<file path="src/usan_pkg.sv">
// types, constants and helper functions shared by the utf-8 sanitizer
`timescale 1ns / 1ps
package usan_pkg;

  // request kinds on the input tuser
  localparam logic REQ_DATA = 1'b0;
  localparam logic REQ_EOS  = 1'b1;

  // replacement character U+FFFD as utf-8
  localparam logic [7:0] REPL_B0 = 8'hEF;
  localparam logic [7:0] REPL_B1 = 8'hBF;
  localparam logic [7:0] REPL_B2 = 8'hBD;

  // queue between front and back
  localparam int QDEPTH = 2;
  localparam int QPTR_W = 1;
  localparam int QCNT_W = 2;

  // one unit of output work: rep_cnt replacements, then pass_cnt raw bytes
  typedef struct packed {
    logic [2:0]      rep_cnt;
    logic [2:0]      pass_cnt;
    logic [3:0][7:0] pass_bytes;
  } cmd_t;

  // sequence length announced by a leader, zero for continuation or illegal
  function automatic logic [2:0] lead_len(input logic [7:0] c);
    logic [2:0] len;
    len = 3'd0;
    if (c[7] == 1'b0) begin
      len = 3'd1;
    end else if (c[7:6] == 2'b10) begin
      len = 3'd0;
    end else if (c[7:5] == 3'b110) begin
      len = 3'd2;
    end else if (c[7:4] == 4'b1110) begin
      len = 3'd3;
    end else if (c[7:3] == 5'b11110) begin
      len = 3'd4;
    end
    return len;
  endfunction

  // range checks on a completed sequence: overlong, surrogate, above U+10FFFF
  function automatic logic seq_ok(input logic [2:0] len, input logic [3:0][7:0] b);
    logic [10:0] cp2;
    logic [15:0] cp3;
    logic [20:0] cp4;
    logic        ok;
    cp2 = {b[0][4:0], b[1][5:0]};
    cp3 = {b[0][3:0], b[1][5:0], b[2][5:0]};
    cp4 = {b[0][2:0], b[1][5:0], b[2][5:0], b[3][5:0]};
    if (len == 3'd2) begin
      ok = (cp2 >= 11'h080);
    end else if (len == 3'd3) begin
      ok = (cp3 >= 16'h0800) && !((cp3 >= 16'hD800) && (cp3 <= 16'hDFFF));
    end else begin
      ok = (cp4 >= 21'h10000) && (cp4 <= 21'h10FFFF);
    end
    return ok;
  endfunction

endpackage

</file>
<file path="src/utf8_stream_sanitizer.sv">
// top level of the utf-8 stream sanitizer
`timescale 1ns / 1ps
//
//  channel  dir  handshake            tdata               tuser / tlast
//  s_*      in   s_tvalid / s_tready  [7:0] data_byte     tuser: req_type
//  m_*      out  m_tvalid / m_tready  [7:0] out_byte      tlast: last_of_run
//
//  a request is taken whenever the two-entry work queue has room;
//  each request that produces bytes leaves one work entry, and the back end
//  drains it at one byte per cycle while m_tready is high; a request yields
//  at most twelve bytes, for four replacement characters.
//  rst is synchronous, active high; it clears the pending sequence, the queue
//  and the output valid flag. held bytes and the output byte are not cleared.
//  output backpressure fills the queue and then drops s_tready.
//
module utf8_stream_sanitizer (
  input  logic       clk,
  input  logic       rst,
  // request side
  input  logic       s_tvalid,
  output logic       s_tready,
  input  logic [7:0] s_tdata,   // [7:0] data_byte
  input  logic       s_tuser,   // [0] req_type: data byte or end of stream
  // result side
  output logic       m_tvalid,
  input  logic       m_tready,
  output logic [7:0] m_tdata,   // [7:0] out_byte
  output logic       m_tlast    // last byte caused by one request
);

  logic           accept;
  logic           push;
  logic           pop;
  logic           q_full;
  logic           q_valid;
  usan_pkg::cmd_t push_cmd;
  usan_pkg::cmd_t head_cmd;

  // requests are only refused when the work queue is full
  assign s_tready = !q_full;
  assign accept   = s_tvalid && s_tready;

  // classification and sequence tracking
  usan_front u_front (
    .clk       (clk),
    .rst       (rst),
    .accept    (accept),
    .req_type  (s_tuser),
    .data_byte (s_tdata),
    .push      (push),
    .cmd       (push_cmd)
  );

  // decouples the two halves so each can stall on its own
  usan_fifo u_fifo (
    .clk       (clk),
    .rst       (rst),
    .push      (accept && push),
    .push_cmd  (push_cmd),
    .pop       (pop),
    .full      (q_full),
    .not_empty (q_valid),
    .head_cmd  (head_cmd)
  );

  // byte serializer with the output register
  usan_back u_back (
    .clk       (clk),
    .rst       (rst),
    .q_valid   (q_valid),
    .q_cmd     (head_cmd),
    .pop       (pop),
    .out_valid (m_tvalid),
    .out_ready (m_tready),
    .out_byte  (m_tdata),
    .out_last  (m_tlast)
  );

endmodule

</file>
<file path="src/usan_front.sv">
// front part: accepts requests, tracks the pending sequence, issues output work
`timescale 1ns / 1ps
module usan_front (
  input  logic              clk,
  input  logic              rst,
  input  logic              accept,
  input  logic              req_type,
  input  logic [7:0]        data_byte,
  output logic              push,
  output usan_pkg::cmd_t    cmd
);

  logic [3:0][7:0] held_bytes;
  logic [2:0]      held_count;
  logic [2:0]      expected_length;
  logic [2:0]      held_count_next;
  logic [2:0]      expected_length_next;
  logic            wr_en;
  logic [1:0]      wr_idx;
  logic [3:0][7:0] seq;
  logic [2:0]      cnt_inc;
  logic [2:0]      len;
  logic [2:0]      rep0;
  logic            pending;
  logic            is_cont;

  assign pending = (expected_length != 3'd0);
  assign is_cont = (data_byte[7:6] == 2'b10);
  assign cnt_inc = held_count + 3'd1;
  assign len     = usan_pkg::lead_len(data_byte);

  always_comb begin
    seq = held_bytes;
    seq[held_count[1:0]] = data_byte;
  end

  always_comb begin
    cmd                  = '0;
    push                 = 1'b0;
    held_count_next      = held_count;
    expected_length_next = expected_length;
    wr_en                = 1'b0;
    wr_idx               = 2'd0;
    rep0                 = pending ? held_count : 3'd0;
    if (req_type == usan_pkg::REQ_EOS) begin
      cmd.rep_cnt          = held_count;
      push                 = pending;
      held_count_next      = 3'd0;
      expected_length_next = 3'd0;
    end else if (pending && is_cont) begin
      wr_en           = 1'b1;
      wr_idx          = held_count[1:0];
      held_count_next = cnt_inc;
      if (cnt_inc >= expected_length) begin
        push                 = 1'b1;
        held_count_next      = 3'd0;
        expected_length_next = 3'd0;
        if (usan_pkg::seq_ok(expected_length, seq)) begin
          cmd.pass_cnt   = cnt_inc;
          cmd.pass_bytes = seq;
        end else begin
          cmd.rep_cnt = cnt_inc;
        end
      end
    end else begin
      // flush whatever is held, then take the byte fresh
      held_count_next      = 3'd0;
      expected_length_next = 3'd0;
      cmd.rep_cnt          = rep0;
      if (data_byte == 8'h00) begin
        cmd.rep_cnt = rep0 + 3'd1;
      end else if (len == 3'd1) begin
        cmd.pass_cnt      = 3'd1;
        cmd.pass_bytes[0] = data_byte;
      end else if (len == 3'd0) begin
        cmd.rep_cnt = rep0 + 3'd1;
      end else begin
        wr_en                = 1'b1;
        wr_idx               = 2'd0;
        held_count_next      = 3'd1;
        expected_length_next = len;
      end
      push = (cmd.rep_cnt != 3'd0) || (cmd.pass_cnt != 3'd0);
    end
  end

  always_ff @(posedge clk) begin
    if (rst) begin
      held_count      <= 3'd0;
      expected_length <= 3'd0;
    end else if (accept) begin
      held_count      <= held_count_next;
      expected_length <= expected_length_next;
    end
  end

  always_ff @(posedge clk) begin
    if (accept && wr_en) begin
      held_bytes[wr_idx] <= data_byte;
    end
  end

endmodule

</file>
<file path="src/usan_fifo.sv">
// two-entry queue of output work between front and back
`timescale 1ns / 1ps
module usan_fifo (
  input  logic              clk,
  input  logic              rst,
  input  logic              push,
  input  usan_pkg::cmd_t    push_cmd,
  input  logic              pop,
  output logic              full,
  output logic              not_empty,
  output usan_pkg::cmd_t    head_cmd
);

  usan_pkg::cmd_t                   mem [usan_pkg::QDEPTH];
  logic [usan_pkg::QPTR_W-1:0]      wr_ptr;
  logic [usan_pkg::QPTR_W-1:0]      rd_ptr;
  logic [usan_pkg::QCNT_W-1:0]      count;
  logic                             do_push;
  logic                             do_pop;

  assign full      = (count == usan_pkg::QCNT_W'(usan_pkg::QDEPTH));
  assign not_empty = (count != '0);
  assign head_cmd  = mem[rd_ptr];
  assign do_push   = push && !full;
  assign do_pop    = pop && not_empty;

  always_ff @(posedge clk) begin
    if (rst) begin
      wr_ptr <= '0;
      rd_ptr <= '0;
      count  <= '0;
    end else begin
      if (do_push) begin
        wr_ptr <= wr_ptr + 1'b1;
      end
      if (do_pop) begin
        rd_ptr <= rd_ptr + 1'b1;
      end
      case ({do_push, do_pop})
        2'b10:   count <= count + usan_pkg::QCNT_W'(1);
        2'b01:   count <= count - usan_pkg::QCNT_W'(1);
        default: count <= count;
      endcase
    end
  end

  always_ff @(posedge clk) begin
    if (do_push) begin
      mem[wr_ptr] <= push_cmd;
    end
  end

endmodule

</file>
<file path="src/usan_back.sv">
// back part: expands output work into single bytes on a registered output
`timescale 1ns / 1ps
module usan_back (
  input  logic              clk,
  input  logic              rst,
  input  logic              q_valid,
  input  usan_pkg::cmd_t    q_cmd,
  output logic              pop,
  output logic              out_valid,
  input  logic              out_ready,
  output logic [7:0]        out_byte,
  output logic              out_last
);

  logic            active;
  logic [2:0]      rep_left;
  logic [1:0]      sub;
  logic [2:0]      pass_left;
  logic [1:0]      pass_idx;
  logic [3:0][7:0] bytes;
  logic            emit;
  logic            is_last;
  logic [7:0]      byte_sel;

  assign emit    = active && (!out_valid || out_ready);
  assign is_last = ((rep_left == 3'd1) && (sub == 2'd2) && (pass_left == 3'd0)) ||
                   ((rep_left == 3'd0) && (pass_left == 3'd1));
  assign pop     = q_valid && (!active || (emit && is_last));

  always_comb begin
    if (rep_left != 3'd0) begin
      case (sub)
        2'd0:    byte_sel = usan_pkg::REPL_B0;
        2'd1:    byte_sel = usan_pkg::REPL_B1;
        default: byte_sel = usan_pkg::REPL_B2;
      endcase
    end else begin
      byte_sel = bytes[pass_idx];
    end
  end

  always_ff @(posedge clk) begin
    if (rst) begin
      active    <= 1'b0;
      out_valid <= 1'b0;
      rep_left  <= 3'd0;
      sub       <= 2'd0;
      pass_left <= 3'd0;
      pass_idx  <= 2'd0;
    end else begin
      if (emit) begin
        out_valid <= 1'b1;
      end else if (out_ready) begin
        out_valid <= 1'b0;
      end
      if (pop) begin
        active    <= 1'b1;
        rep_left  <= q_cmd.rep_cnt;
        sub       <= 2'd0;
        pass_left <= q_cmd.pass_cnt;
        pass_idx  <= 2'd0;
      end else if (emit) begin
        if (is_last) begin
          active <= 1'b0;
        end
        if (rep_left != 3'd0) begin
          if (sub == 2'd2) begin
            sub      <= 2'd0;
            rep_left <= rep_left - 3'd1;
          end else begin
            sub <= sub + 2'd1;
          end
        end else begin
          pass_left <= pass_left - 3'd1;
          pass_idx  <= pass_idx + 2'd1;
        end
      end
    end
  end

  always_ff @(posedge clk) begin
    if (pop) begin
      bytes <= q_cmd.pass_bytes;
    end
    if (emit) begin
      out_byte <= byte_sel;
      out_last <= is_last;
    end
  end

endmodule

</file>
<file path="config.mk">
export PLATFORM = sky130hd
export DESIGN_NAME = utf8_stream_sanitizer
export DESIGN_NICKNAME = d
export VERILOG_FILES = /design/src/usan_pkg.sv /design/src/utf8_stream_sanitizer.sv /design/src/usan_front.sv /design/src/usan_fifo.sv /design/src/usan_back.sv
export SDC_FILE = /design/constraint.sdc
export NUM_CORES = 1
export LEC_CHECK = 0
export ABC_CLOCK_PERIOD_IN_PS = 8800
export BUFFER_PORTS_ARGS = -buffer_cell sky130_fd_sc_hd__clkbuf_2
export CORE_ASPECT_RATIO = 1.2
export CORE_MARGIN = 1
export CORE_UTILIZATION = 40
export CTS_CLUSTER_SIZE = 28
export DETAILED_ROUTE_END_ITERATION = 7
export PLACE_DENSITY = 0.66
export SLEW_MARGIN = 30
export SYNTH_ARGS = -nofsm -noshare
export SYNTH_HDL_FRONTEND = slang
export SYNTH_SLANG_ARGS = --single-unit
</file>
<file path="constraint.sdc">
create_clock -name clk -period 8.8 [get_ports clk]
set_input_delay 1.32 -clock clk [delete_from_list [all_inputs] [get_ports clk]]
set_output_delay 1.32 -clock clk [all_outputs]
set_load 0.005 [all_outputs]
</file>
After elaboration in Yosys (flattened, before gate mapping) --
Memory sizes are Yosys's and may differ from the RTL's. A register that Yosys moved wholly into a read port is not among the register bits. Index checks and enable logic that the tools add are counted.
Operators by class: $add $sub $neg 10, reductions and logical operators 48, multiply operators 0, equal/unequal tests 16, muxes and demuxes 80, magnitude comparators 12, shift operators 0, bitwise operators 1, divide/modulo/power cells 0
Operators with widths (count):
- 2-to-1 mux 3 bit | 34
- 2-to-1 mux 35 bit | 2
- bitwise mux 32 bit | 2
- 2-to-1 mux 8 bit | 7
- 2-to-1 mux 38 bit | 1
- demux 8 bit (select 2 bit) | 2
- 2-to-1 mux 1 bit | 24
- 2-to-1 mux 24 bit | 1
- >= comparator 21 x 17 -> 1 bit, second input constant | 1
- less-or-equal comparator 21 bit, second input constant | 1
- logical AND 1 bit | 17
- binary-select mux 8 bit (select 2 bit) | 1
- >= comparator 16 x 12 -> 1 bit, second input constant | 1
- >= comparator 16 bit, second input constant | 1
- less-or-equal comparator 16 bit, second input constant | 1
- case mux 7 bit (2 select lines) | 1
- nonzero test 2 bit | 7
- nonzero test 3 bit | 4
- >= comparator 11 x 8 -> 1 bit, second input constant | 1
- AND reduction 2 bit | 5
- == test 3 x 1 -> 1 bit, second input constant | 3
- zero test 3 bit | 3
- less-than comparator 2 x 3 -> 1 bit, second input constant | 3
- == test 2 bit, second input constant | 4
- other kinds (24) | 40
Word-level totals: bits in writable memories 76, bits in latches 0, ROM bits 0, register bits after elaboration 95, bits of input ports 13, memories kept 1
Memories:
- u_fifo.mem | words 2, bits a word 38, rd ports 1, clocked after Yosys merged registers in 1, wr ports 1, RTL line usan_fifo.sv:14 | usan_pkg::cmd_t mem [usan_pkg::QDEPTH];

Logic depth before layout (Yosys ltp) --
Gate-level depths: netlist of the first run.
depth after elaboration 20, depth in mapped cells 12, depth with buffers taken out 11

Modules after synthesis --
A second synthesis of the first run with hierarchy kept.
Unflattened totals: cells, all modules 534, area total of the unflattened synthesis 7663.6 um2
By module, submodules not included:
- usan_fifo | cells an instance 144, area an instance 2956.6 um2, times used 1, sequential area each 2382.3 um2
- usan_front | cells an instance 241, area an instance 2473.6 um2, times used 1, sequential area each 1081.0 um2
- usan_back | cells an instance 146, area an instance 2214.6 um2, times used 1, sequential area each 1471.4 um2
- utf8_stream_sanitizer | cells an instance 3, area an instance 18.8 um2, times used 1, sequential area each 0.0 um2

Least setup slack after synthesis of the first run --
No wires, ideal clock.
path kind input to register, start in s_tdata[5], end mem u_fifo.mem[0][0] in the netlist's numbering (enable), path buffers 1, data arrival time 3824 ps, path slack 4542 ps, stages on the path 6, path through clkbuf_1 nor3_1 and2_1 o21ai_0 o21ai_4 nor2_1
Between the ends: word-level cells in the longest chain between the ends 20
Ends and longest elaborated chain:
- from (decl) | RTL line utf8_stream_sanitizer.sv:22 | input logic [7:0] s_tdata,
- == test 5 bit | RTL line usan_pkg.sv:38 | end else if (c[7:3] == 5'b11110) begin
- 2-to-1 mux 3 bit | RTL line usan_pkg.sv:38
- 2-to-1 mux 3 bit | RTL line usan_pkg.sv:36 | end else if (c[7:4] == 4'b1110) begin
- 2-to-1 mux 3 bit | RTL line usan_pkg.sv:34 | end else if (c[7:5] == 3'b110) begin
- 2-to-1 mux 3 bit | RTL line usan_pkg.sv:32 | end else if (c[7:6] == 2'b10) begin
- 2-to-1 mux 3 bit | RTL line usan_pkg.sv:30 | if (c[7] == 1'b0) begin
- zero test 3 bit | RTL line usan_front.sv:75 | end else if (len == 3'd0) begin
- 2-to-1 mux 3 bit | RTL line usan_front.sv:75
- (+4 left out)
- nonzero test 3 bit | RTL line usan_front.sv:83 | push = (cmd.rep_cnt != 3'd0) || (cmd.pass_cnt != 3'd0);
- logical OR 1 bit * | RTL line usan_front.sv:83
- 2-to-1 mux 1 bit * | RTL line usan_front.sv:50 | end else if (pending && is_cont) begin
- 2-to-1 mux 1 bit * | RTL line usan_front.sv:45 | if (req_type == usan_pkg::REQ_EOS) begin
- logical AND 1 bit * | RTL line utf8_stream_sanitizer.sv:58 | .push (accept && push),
- logical AND 1 bit * | RTL line usan_fifo.sv:24 | assign do_push = push && !full;
- 2-to-1 mux 1 bit * | RTL line usan_fifo.sv:48 | if (do_push) begin
- 2-to-1 mux 1 bit (implied by the code) * | RTL line usan_fifo.sv:49 | mem[wr_ptr] <= push_cmd;
- to (decl) | RTL line usan_fifo.sv:14
Every way passes the cells marked *; elsewhere a longest branch is shown, timed or not. The select of a mux whose other input is x is not followed.

Final worst setup path of the first run --
start reg u_front.expected_length[0], end reg u_fifo.count[1] in the netlist's numbering
Between the ends: word-level cells in the longest chain between the ends 16
Ends and longest elaborated chain:
- from (decl) | RTL line usan_front.sv:15 | logic [2:0] expected_length;
- from (signal assigned) | RTL line usan_front.sv:93 | expected_length <= expected_length_next;
- nonzero test 3 bit | RTL line usan_front.sv:27 | assign pending = (expected_length != 3'd0);
- 2-to-1 mux 3 bit | RTL line usan_front.sv:44 | rep0 = pending ? held_count : 3'd0;
- adder 3 x 1 -> 3 bit | RTL line usan_front.sv:71, usan_front.sv:76
- 2-to-1 mux 3 bit | RTL line usan_front.sv:75
- 2-to-1 mux 3 bit | RTL line usan_front.sv:72 | end else if (len == 3'd1) begin
- 2-to-1 mux 3 bit | RTL line usan_front.sv:70 | if (data_byte == 8'h00) begin
- 2-to-1 mux 3 bit | RTL line usan_front.sv:50
- 2-to-1 mux 3 bit | RTL line usan_front.sv:45
- nonzero test 3 bit | RTL line usan_front.sv:83
- logical OR 1 bit | RTL line usan_front.sv:83
- 2-to-1 mux 1 bit | RTL line usan_front.sv:50
- 2-to-1 mux 1 bit * | RTL line usan_front.sv:45
- logical AND 1 bit * | RTL line utf8_stream_sanitizer.sv:58
- logical AND 1 bit * | RTL line usan_fifo.sv:24
- == test 2 x 1 -> 1 bit / == test 2 bit (equally long branches) | RTL line usan_fifo.sv:39 | case ({do_push, do_pop})
- case mux 2 bit (2 select lines) / nonzero test 2 bit (equally long branches)
- to (signal assigned) | RTL line usan_fifo.sv:40 | 2'b10: count <= count + usan_pkg::QCNT_W'(1);
- to (signal assigned) | RTL line usan_fifo.sv:41 | 2'b01: count <= count - usan_pkg::QCNT_W'(1);
- to (signal assigned) | RTL line usan_fifo.sv:42 | default: count <= count;
- to (decl) | RTL line usan_fifo.sv:17 | logic [usan_pkg::QCNT_W-1:0] count;
Marked as above. A chain may end at the register's enable or synchronous reset.

==> key figures, run 1 <==
Run status
  – Status: complete, no violations

Floorplanning
  – Row count: 54
  – IO Count: 24
  – Initial cell density of the core: 41.2%
  – Die Span Y: 152 um
  – Width of the die: 127 um
  – Floorplan Core Area: 18300 um^2
  – Die area: 19400 um^2

Route
  – DRC violations left: 0
  – Average wire length per cell after detail routing: 16.8 um
  – Initial DRT Pass Iterations: 5
  – Number of nets with antenna violations after routing: 0
  – Total wirelength of the detailed-routed design: 13.6 mm
  – Post-detailed-route via-to-cell ratio: 5.13
  – Vias: 4141
  – Starting DRC count in detailed routing: 240

Finish
  – Multi-input combinational cell area: 2420 um^2
  – Post-synthesis to final-layout area growth: 13.0%
  – Register area: 4930 um^2
  – Antenna cells: 0
  – Post-layout nets: 571
  – Layout fillers: 1572
  – Share of post-route cells with drive strength above 1: 20.9%
  – Final core utilization: 46.6%

Synthesis
  – Syn avg cell area: 14.4 um^2
  – Most frequent cells after synthesis: edfxtp_1 (149), nor2_1 (55), mux2_2 (38), mux2i_1 (38), dfxtp_1 (23)
  – Sequential cell area fraction in the yosys report: roughly 65%
  – Leading cell type by number of instances after synthesis: edfxtp_1
  – Number of synthesis warnings: 0
  – Total of flip-flops plus latches after synthesis: 172
  – Ys async rst share: 0%
  – Synth Flop Type: edfxtp_1
  – EDFF count, synth: between 100 and 150
  – Post-synthesis cell type with the largest combined area: edfxtp_1
  – Area share of the largest cell type after synthesis: about three fifths
  – Net count of the mapped netlist: 551
  – Synthesized netlist cell count: 523
  – Number of library cell types mapped by synthesis: 58
  – Biggest area contributors in the synthesized netlist: edfxtp_1 (59%), dfxtp_1 (6.1%), mux2_2 (5.7%), mux2i_1 (5.0%), nor2_1 (2.7%)
  – Combined area of all synthesized cells: 7540 um^2

Power and ir drop
  – Power density of the placed cells: 278 nW/um^2
  – Leak Pwr: just under 3 nW
  – VDD IR-drop max: ~0.17 mV

STA
  – Share of the clock period used by the worst path: 40.2%
  – Fin. max-slew vios: 0
  – Transition time at the pin with the least slew margin: 0.866 ns
  – Final hold viol count: 0
  – Highest Clock Rate: 283 MHz
  – Relative slew margins: 41.8%
  – Post-layout minimum cycle time: 3.53 ns
  – Total setup violations reported at the end of the flow: 0
  – Total Neg Setup Slack: 0 ns
  – Final clock skew: 0.00949 ns
  – Setup repair after global routing missed its margin: no

GRT
  – Pin count of the biggest net entering global routing: 45
  – Global-route wire length before repair: 22.1 mm
  – Leftover overflow at the end of global routing: 0
  – Gr usage total: 15.0%
  – Antenna violations before repair: 0
  – Via count of the first global-routing pass: 4175

CTS
  – Post-CTS setup buffer count: 0
  – Count of cells resized by post-cts repair: 0
  – Num CTS Buffers: 17
  – Count of hold buffers inserted by post-cts repair: 0
  – Number of buffers on the longest clock path: 2
  – TritonCTS clock tree: done
  – Clock input transition at the sequential cells of the worst setup and hold paths: 0.06 ns
  – Clk sink count: 172
  – Clock root buffer master: clkbuf_16
  – Htree depth: 4
  – Clock insertion delay at the later pin of the skew report: ~0.42 ns

Worst setup path
  – Data arrival at the endpoint of the critical path: 3.88 ns
  – Critical Path RT: 9.14 ns
  – Type of origin of the critical path: flop
  – Critical Path End Type: flop
  – Type of the setup path with the least slack: flop to flop
  – Critical path startpoint: u_front.expected_length[0]
  – Startpoint of the lowest-slack register-to-register path: u_front.expected_length[0]
  – Maximum fanout encountered on the critical timing path: 9

Placed design
  – Placer Congestion: 0.865
  – Total of buffers placed on input and output ports: 23
  – Detail Placement HPWL: 9.42 mm

Flow run
  – Number of max-capacitance violations reported: 0

Hold path
  – Min-delay src: u_fifo.rd_ptr
  – Path category of the worst min-delay check: flop to flop
==> state kept, by name, summed over array words and instances (netlist names), named ones only <==
signal	flops
u_back.active	1
u_back.bytes	32
u_back.out_byte	8
u_back.out_last	1
u_back.out_valid	1
u_back.pass_idx	2
u_back.pass_left	3
u_back.rep_left	3
u_back.sub	2
u_fifo.count	2
u_fifo.mem	76
u_fifo.rd_ptr	1
u_fifo.wr_ptr	1
u_front.expected_length	3
u_front.held_bytes	32
u_front.held_count	3
==> cell type report <==
class,instances,share of cell area (%)
inverter,22,0.969
sequential,172,57.9
timing repair buffer,28,2.30
tap,252,3.70
clock inverter,8,0.602
multi-input combinational,302,28.4
clock buffer,24,6.15
==> where the power goes <==
| group | leakage [nW] | total [mW] | switching (mW) | internal [mW] |
|---|---|---|---|---|
| logic | 1.04 | 0.518 | 0.288 | 0.230 |
| clock network | 0.284 | 0.712 | 0.295 | 0.417 |
| registers | 1.63 | 1.14 | 0.0602 | 1.08 |
==> per-layer routing <==
layer  vias up  track usage [%]  wire length [um]
li1       2004                -                 -
met3        20             3.16               506
met2        96             25.1              6830
met5         -                0                 0
met1      2021             18.6              6030
met4         0             6.92               209
==> worst paths after layout <==
check	slack (ns)	cells past startpoint	end
setup / recovery	5.27	9	u_fifo.count[1]
hold / removal	0.51	2	u_fifo.rd_ptr
setup reg to reg	5.27	9	u_fifo.count[1]
hold reg to reg	0.51	2	u_fifo.rd_ptr
==> cell families (layout without fill, tap and decap cells) <==
family | after synthesis | after routing | synth area share (%)
muxes | 85 | 85 | 13.4
adders and majority gates | 15 | 15 | 2.49
buffers and inverters | 49 | 82 | 2.89
AOI/OAI and AO/OA | 53 | 53 | 5.24
DFF | 172 | 172 | 65.4
and+or+nand+nor | 138 | 138 | 9.27
xor gates and xnor gates | 11 | 11 | 1.28
==> metrics by stage <==
step           instance area [um^2]  cells  power, mW  setup WS, ns  hold slack (ns)
4_1_cts                        8510    807       2.40          5.26            0.523
3_3_place_gp                   7880    773       1.67          5.08            0.486
5_1_grt                        8530    808       2.49          5.04            0.559
3_5_place_dp                   7940    775       1.68          5.03            0.503
6_report                       8530    808       2.37          5.27            0.513
2_1_floorplan                  7540    523       1.53          4.54            0.472
==> worst max-delay path, cell delays in order, from the launching register on <==
cell and delay [ns]:
dfxtp_1 0.38, nor3_1 0.74, nor2_1 0.09, ha_1 0.34
or4_1 0.50, mux2_2 0.31, o21ai_4 0.26, ha_1 0.32
or3_1 0.38, a21oi_1 0.14
==> cells in the final DEF (no fill, tap or decap), types with 3 or more instances in the layout <==
| cell | synthesis | final |
|---|---|---|
| clkbuf_16 | 0 | 19 |
| nand2_1 | 16 | 16 |
| o21a_1 | 3 | 3 |
| and2_1 | 5 | 5 |
| xnor2_1 | 6 | 6 |
| a211oi_1 | 6 | 6 |
| edfxtp_1 | 149 | 149 |
| xor2_1 | 5 | 5 |
| o21ai_0 | 6 | 6 |
| nand4_1 | 3 | 3 |
| o32ai_1 | 3 | 3 |
| a31oi_1 | 3 | 3 |
| or3_1 | 4 | 4 |
| mux2_2 | 38 | 38 |
| nand3_1 | 11 | 11 |
| ha_1 | 15 | 15 |
| nand4b_1 | 3 | 3 |
| a21oi_1 | 11 | 10 |
| clkbuf_8 | 0 | 3 |
| mux4_2 | 8 | 8 |
| inv_1 | 21 | 21 |
| clkinv_2 | 0 | 3 |
| clkbuf_2 | 2 | 23 |
| nor3_1 | 10 | 9 |
| mux2i_1 | 38 | 38 |
| nor2_1 | 55 | 53 |
| nand2b_1 | 8 | 8 |
| dfxtp_1 | 23 | 23 |
| o22ai_1 | 4 | 4 |
| nor4_1 | 3 | 3 |
| nor2b_1 | 8 | 8 |
Note: power is estimated with default switching activity, not from simulation.
==> inputs of run 2 (changes only) <==
- ABC_CLOCK_PERIOD_IN_PS: 8800 -> 3600
- clock period: 8.8 -> 3.6 ns (I/O delays scaled with it)
==> key figures, run 2 (synthesis gave the netlist of run 1 again) <==
CTS
  – Count of cells resized by post-cts repair: 0
  – Number of buffers on the longest clock path: 2
  – Clock insertion delay at the later pin of the skew report: 0.42 ns
  – Count of hold buffers inserted by post-cts repair: 0
  – Clk sink count: 172
  – Clock root buffer master: clkbuf_16
  – Htree depth: 4
  – Num CTS Buffers: 17
  – Post-CTS setup buffer count: 0
  – Clock input transition at the sequential cells of the worst setup and hold paths: 0.06 ns
  – TritonCTS clock tree: done

Finish
  – Top Registers: u_fifo.mem: 76 flops, u_back.bytes: 32 flops, u_front.held_bytes: 32 flops
  – Final core utilization: 47.2%
  – Share of post-route cells with drive strength above 1: approximately 22%
  – Reg with most FFs: u_fifo.mem
  – Most frequent cells in the layout: edfxtp_1 (149), nor2_1 (53), mux2_2 (38), mux2i_1 (38)
  – Post-route non-filler standard cell count: 821
  – Most frequent standard cell in the layout excluding fill and tap cells: edfxtp_1
  – Post-synthesis to final-layout area growth: 14.5%
  – Antenna cells: 0
  – Max FFs per register: between 70 and 80
  – Post-layout nets: 584

GRT
  – Via count of the first global-routing pass: 4325
  – Pin count of the biggest net entering global routing: between 40 and 50
  – Leftover overflow at the end of global routing: 0
  – Gr usage total: 15.1%
  – Antenna violations before repair: 0
  – Global-route wire length before repair: 22.1 mm

Power and ir drop
  – Power density of the placed cells: about 670 nW/um^2
  – Pint: 4.23 mW
  – Leak Pwr: between 3 and 4 nW
  – Switching power of the nets: between 1.5 and 2 mW
  – PnR Total Power: 5.80 mW
  – Part of the total power dissipated in combinational logic: ~22%
  – Switching share of power: 27.1%
  – Clk pwr share: a little under a third
  – Sequential power share: a little under half
  – VDD IR-drop max: between 0.3 and 0.4 mV

STA
  – Setup repair after global routing missed its margin: no
  – Fin. max-slew vios: 0
  – Total setup violations reported at the end of the flow: 0
  – Transition time at the pin with the least slew margin: 0.715 ns
  – Highest Clock Rate: 321 MHz
  – Relative slew margins: 51.9%
  – Share of the clock period used by the worst path: 86.5%
  – Final hold slack: just over 0.4 ns
  – Final clock skew: 0.00655 ns
  – Total Neg Setup Slack: 0 ns
  – Post-layout minimum cycle time: just over 3 ns
  – Final hold viol count: 0

Route
  – Total routed wire length on the met1 layer: between 5 and 6 mm
  – Starting DRC count in detailed routing: 156
  – Average wire length per cell after detail routing: 16.4 um
  – WL met3: 481 um
  – Total wirelength of the detailed-routed design: 13.5 mm
  – Initial DRT Pass Iterations: 4
  – Met2 wire length: 7.22 mm
  – Number of nets with antenna violations after routing: 0
  – DRC violations left: 0
  – Top routing layer in use: met4
  – Post-detailed-route via-to-cell ratio: approximately 5.0
  – Vias: 4133

Worst setup path
  – Critical Path End Type: flop
  – Type of the setup path with the least slack: flop to flop
  – Data arrival at the endpoint of the critical path: 3.27 ns
  – Type of origin of the critical path: flop
  – Maximum fanout encountered on the critical timing path: 6
  – Critical Path RT: 3.75 ns
  – Reg-to-reg setup timing slack: approximately 0.48 ns

Hold path
  – Path category of the worst min-delay check: input pin to flop

Floorplanning
  – Die area: 19400 um^2
  – IO Count: 24
  – Floorplan Core Area: 18300 um^2
  – Row count: 54
  – Initial cell density of the core: 41.2%
  – Die Span Y: 152 um
  – Width of the die: 127 um

Placed design
  – Detail Placement HPWL: roughly 10 mm
  – Total of buffers placed on input and output ports: 23
  – Placer Congestion: around 0.9
  – DP Cell Count: 789

Run status
  – Status: complete, no violations

Flow run
  – Number of max-capacitance violations reported: 0
[run 2: changes by cell type in the layout (fill, tap and decap cells not counted), sizes merged]
cell,delta
clkinv,+5
buf,+13
clkbuf,-7
bufinv,+2
[run 2: final timing paths]
path | start | endpoint | depth (start not counted)
hold reg to reg | u_fifo.count[1] | u_fifo.count[1] | 2
setup reg to reg | u_front.held_count[1] | u_fifo.mem[1][4] | 8
setup / recovery | u_front.held_count[1] | u_fifo.mem[1][4] | 8
hold / removal | m_tready | u_back.out_valid | 4
[run 2: stage by stage]
| stage | setup slack (ns) | instance area [um^2] |
|---|---|---|
| 5_1_grt | 0.388 | 8640 |
| 3_5_place_dp | 0.547 | 8070 |
| 3_3_place_gp | 0.561 | 7970 |
| 4_1_cts | 0.519 | 8640 |
| 2_1_floorplan | -0.229 | 7540 |
| 6_report | 0.485 | 8640 |
[run 2: routing by layer]
| layer | track usage (%) | vias up |
|---|---|---|
| met5 | 0 | - |
| met4 | 6.07 | 0 |
| met3 | 3.97 | 23 |
| met2 | 27.0 | 93 |
| met1 | 16.9 | 1986 |
| li1 | - | 2031 |
[run 2: area by class of cell]
cell class                      instances  area (um^2)
Sequential cell                       172         4930
Multi-Input combinational cell        302         2420
Tap cell                              252          315
Timing Repair Buffer                   41          318
Inverter                               22         82.6
Clock buffer                           17          425
Fill cell                            1569         9670
Clock inverter                         15          145
[run 2: power groups by stage]
stage	Clock, mW	Sequential [mW]	Combinational [mW]
2_1_floorplan	0	2.76	0.985
4_1_cts	1.78	2.79	1.29
3_3_place_gp	0	2.82	1.24
3_5_place_dp	0	2.83	1.28
6_report	1.75	2.78	1.27
5_1_grt	1.86	2.83	1.41
[run 2: critical path, cell delays in order (launching register included)]
cell and delay [ns]:
dfxtp_1 0.44, inv_1 0.17, ha_1 0.37, ha_1 0.30, nand2_1 0.06, o21a_1 0.24
o31ai_1 0.61, nand2_1 0.17, o32ai_1 0.49
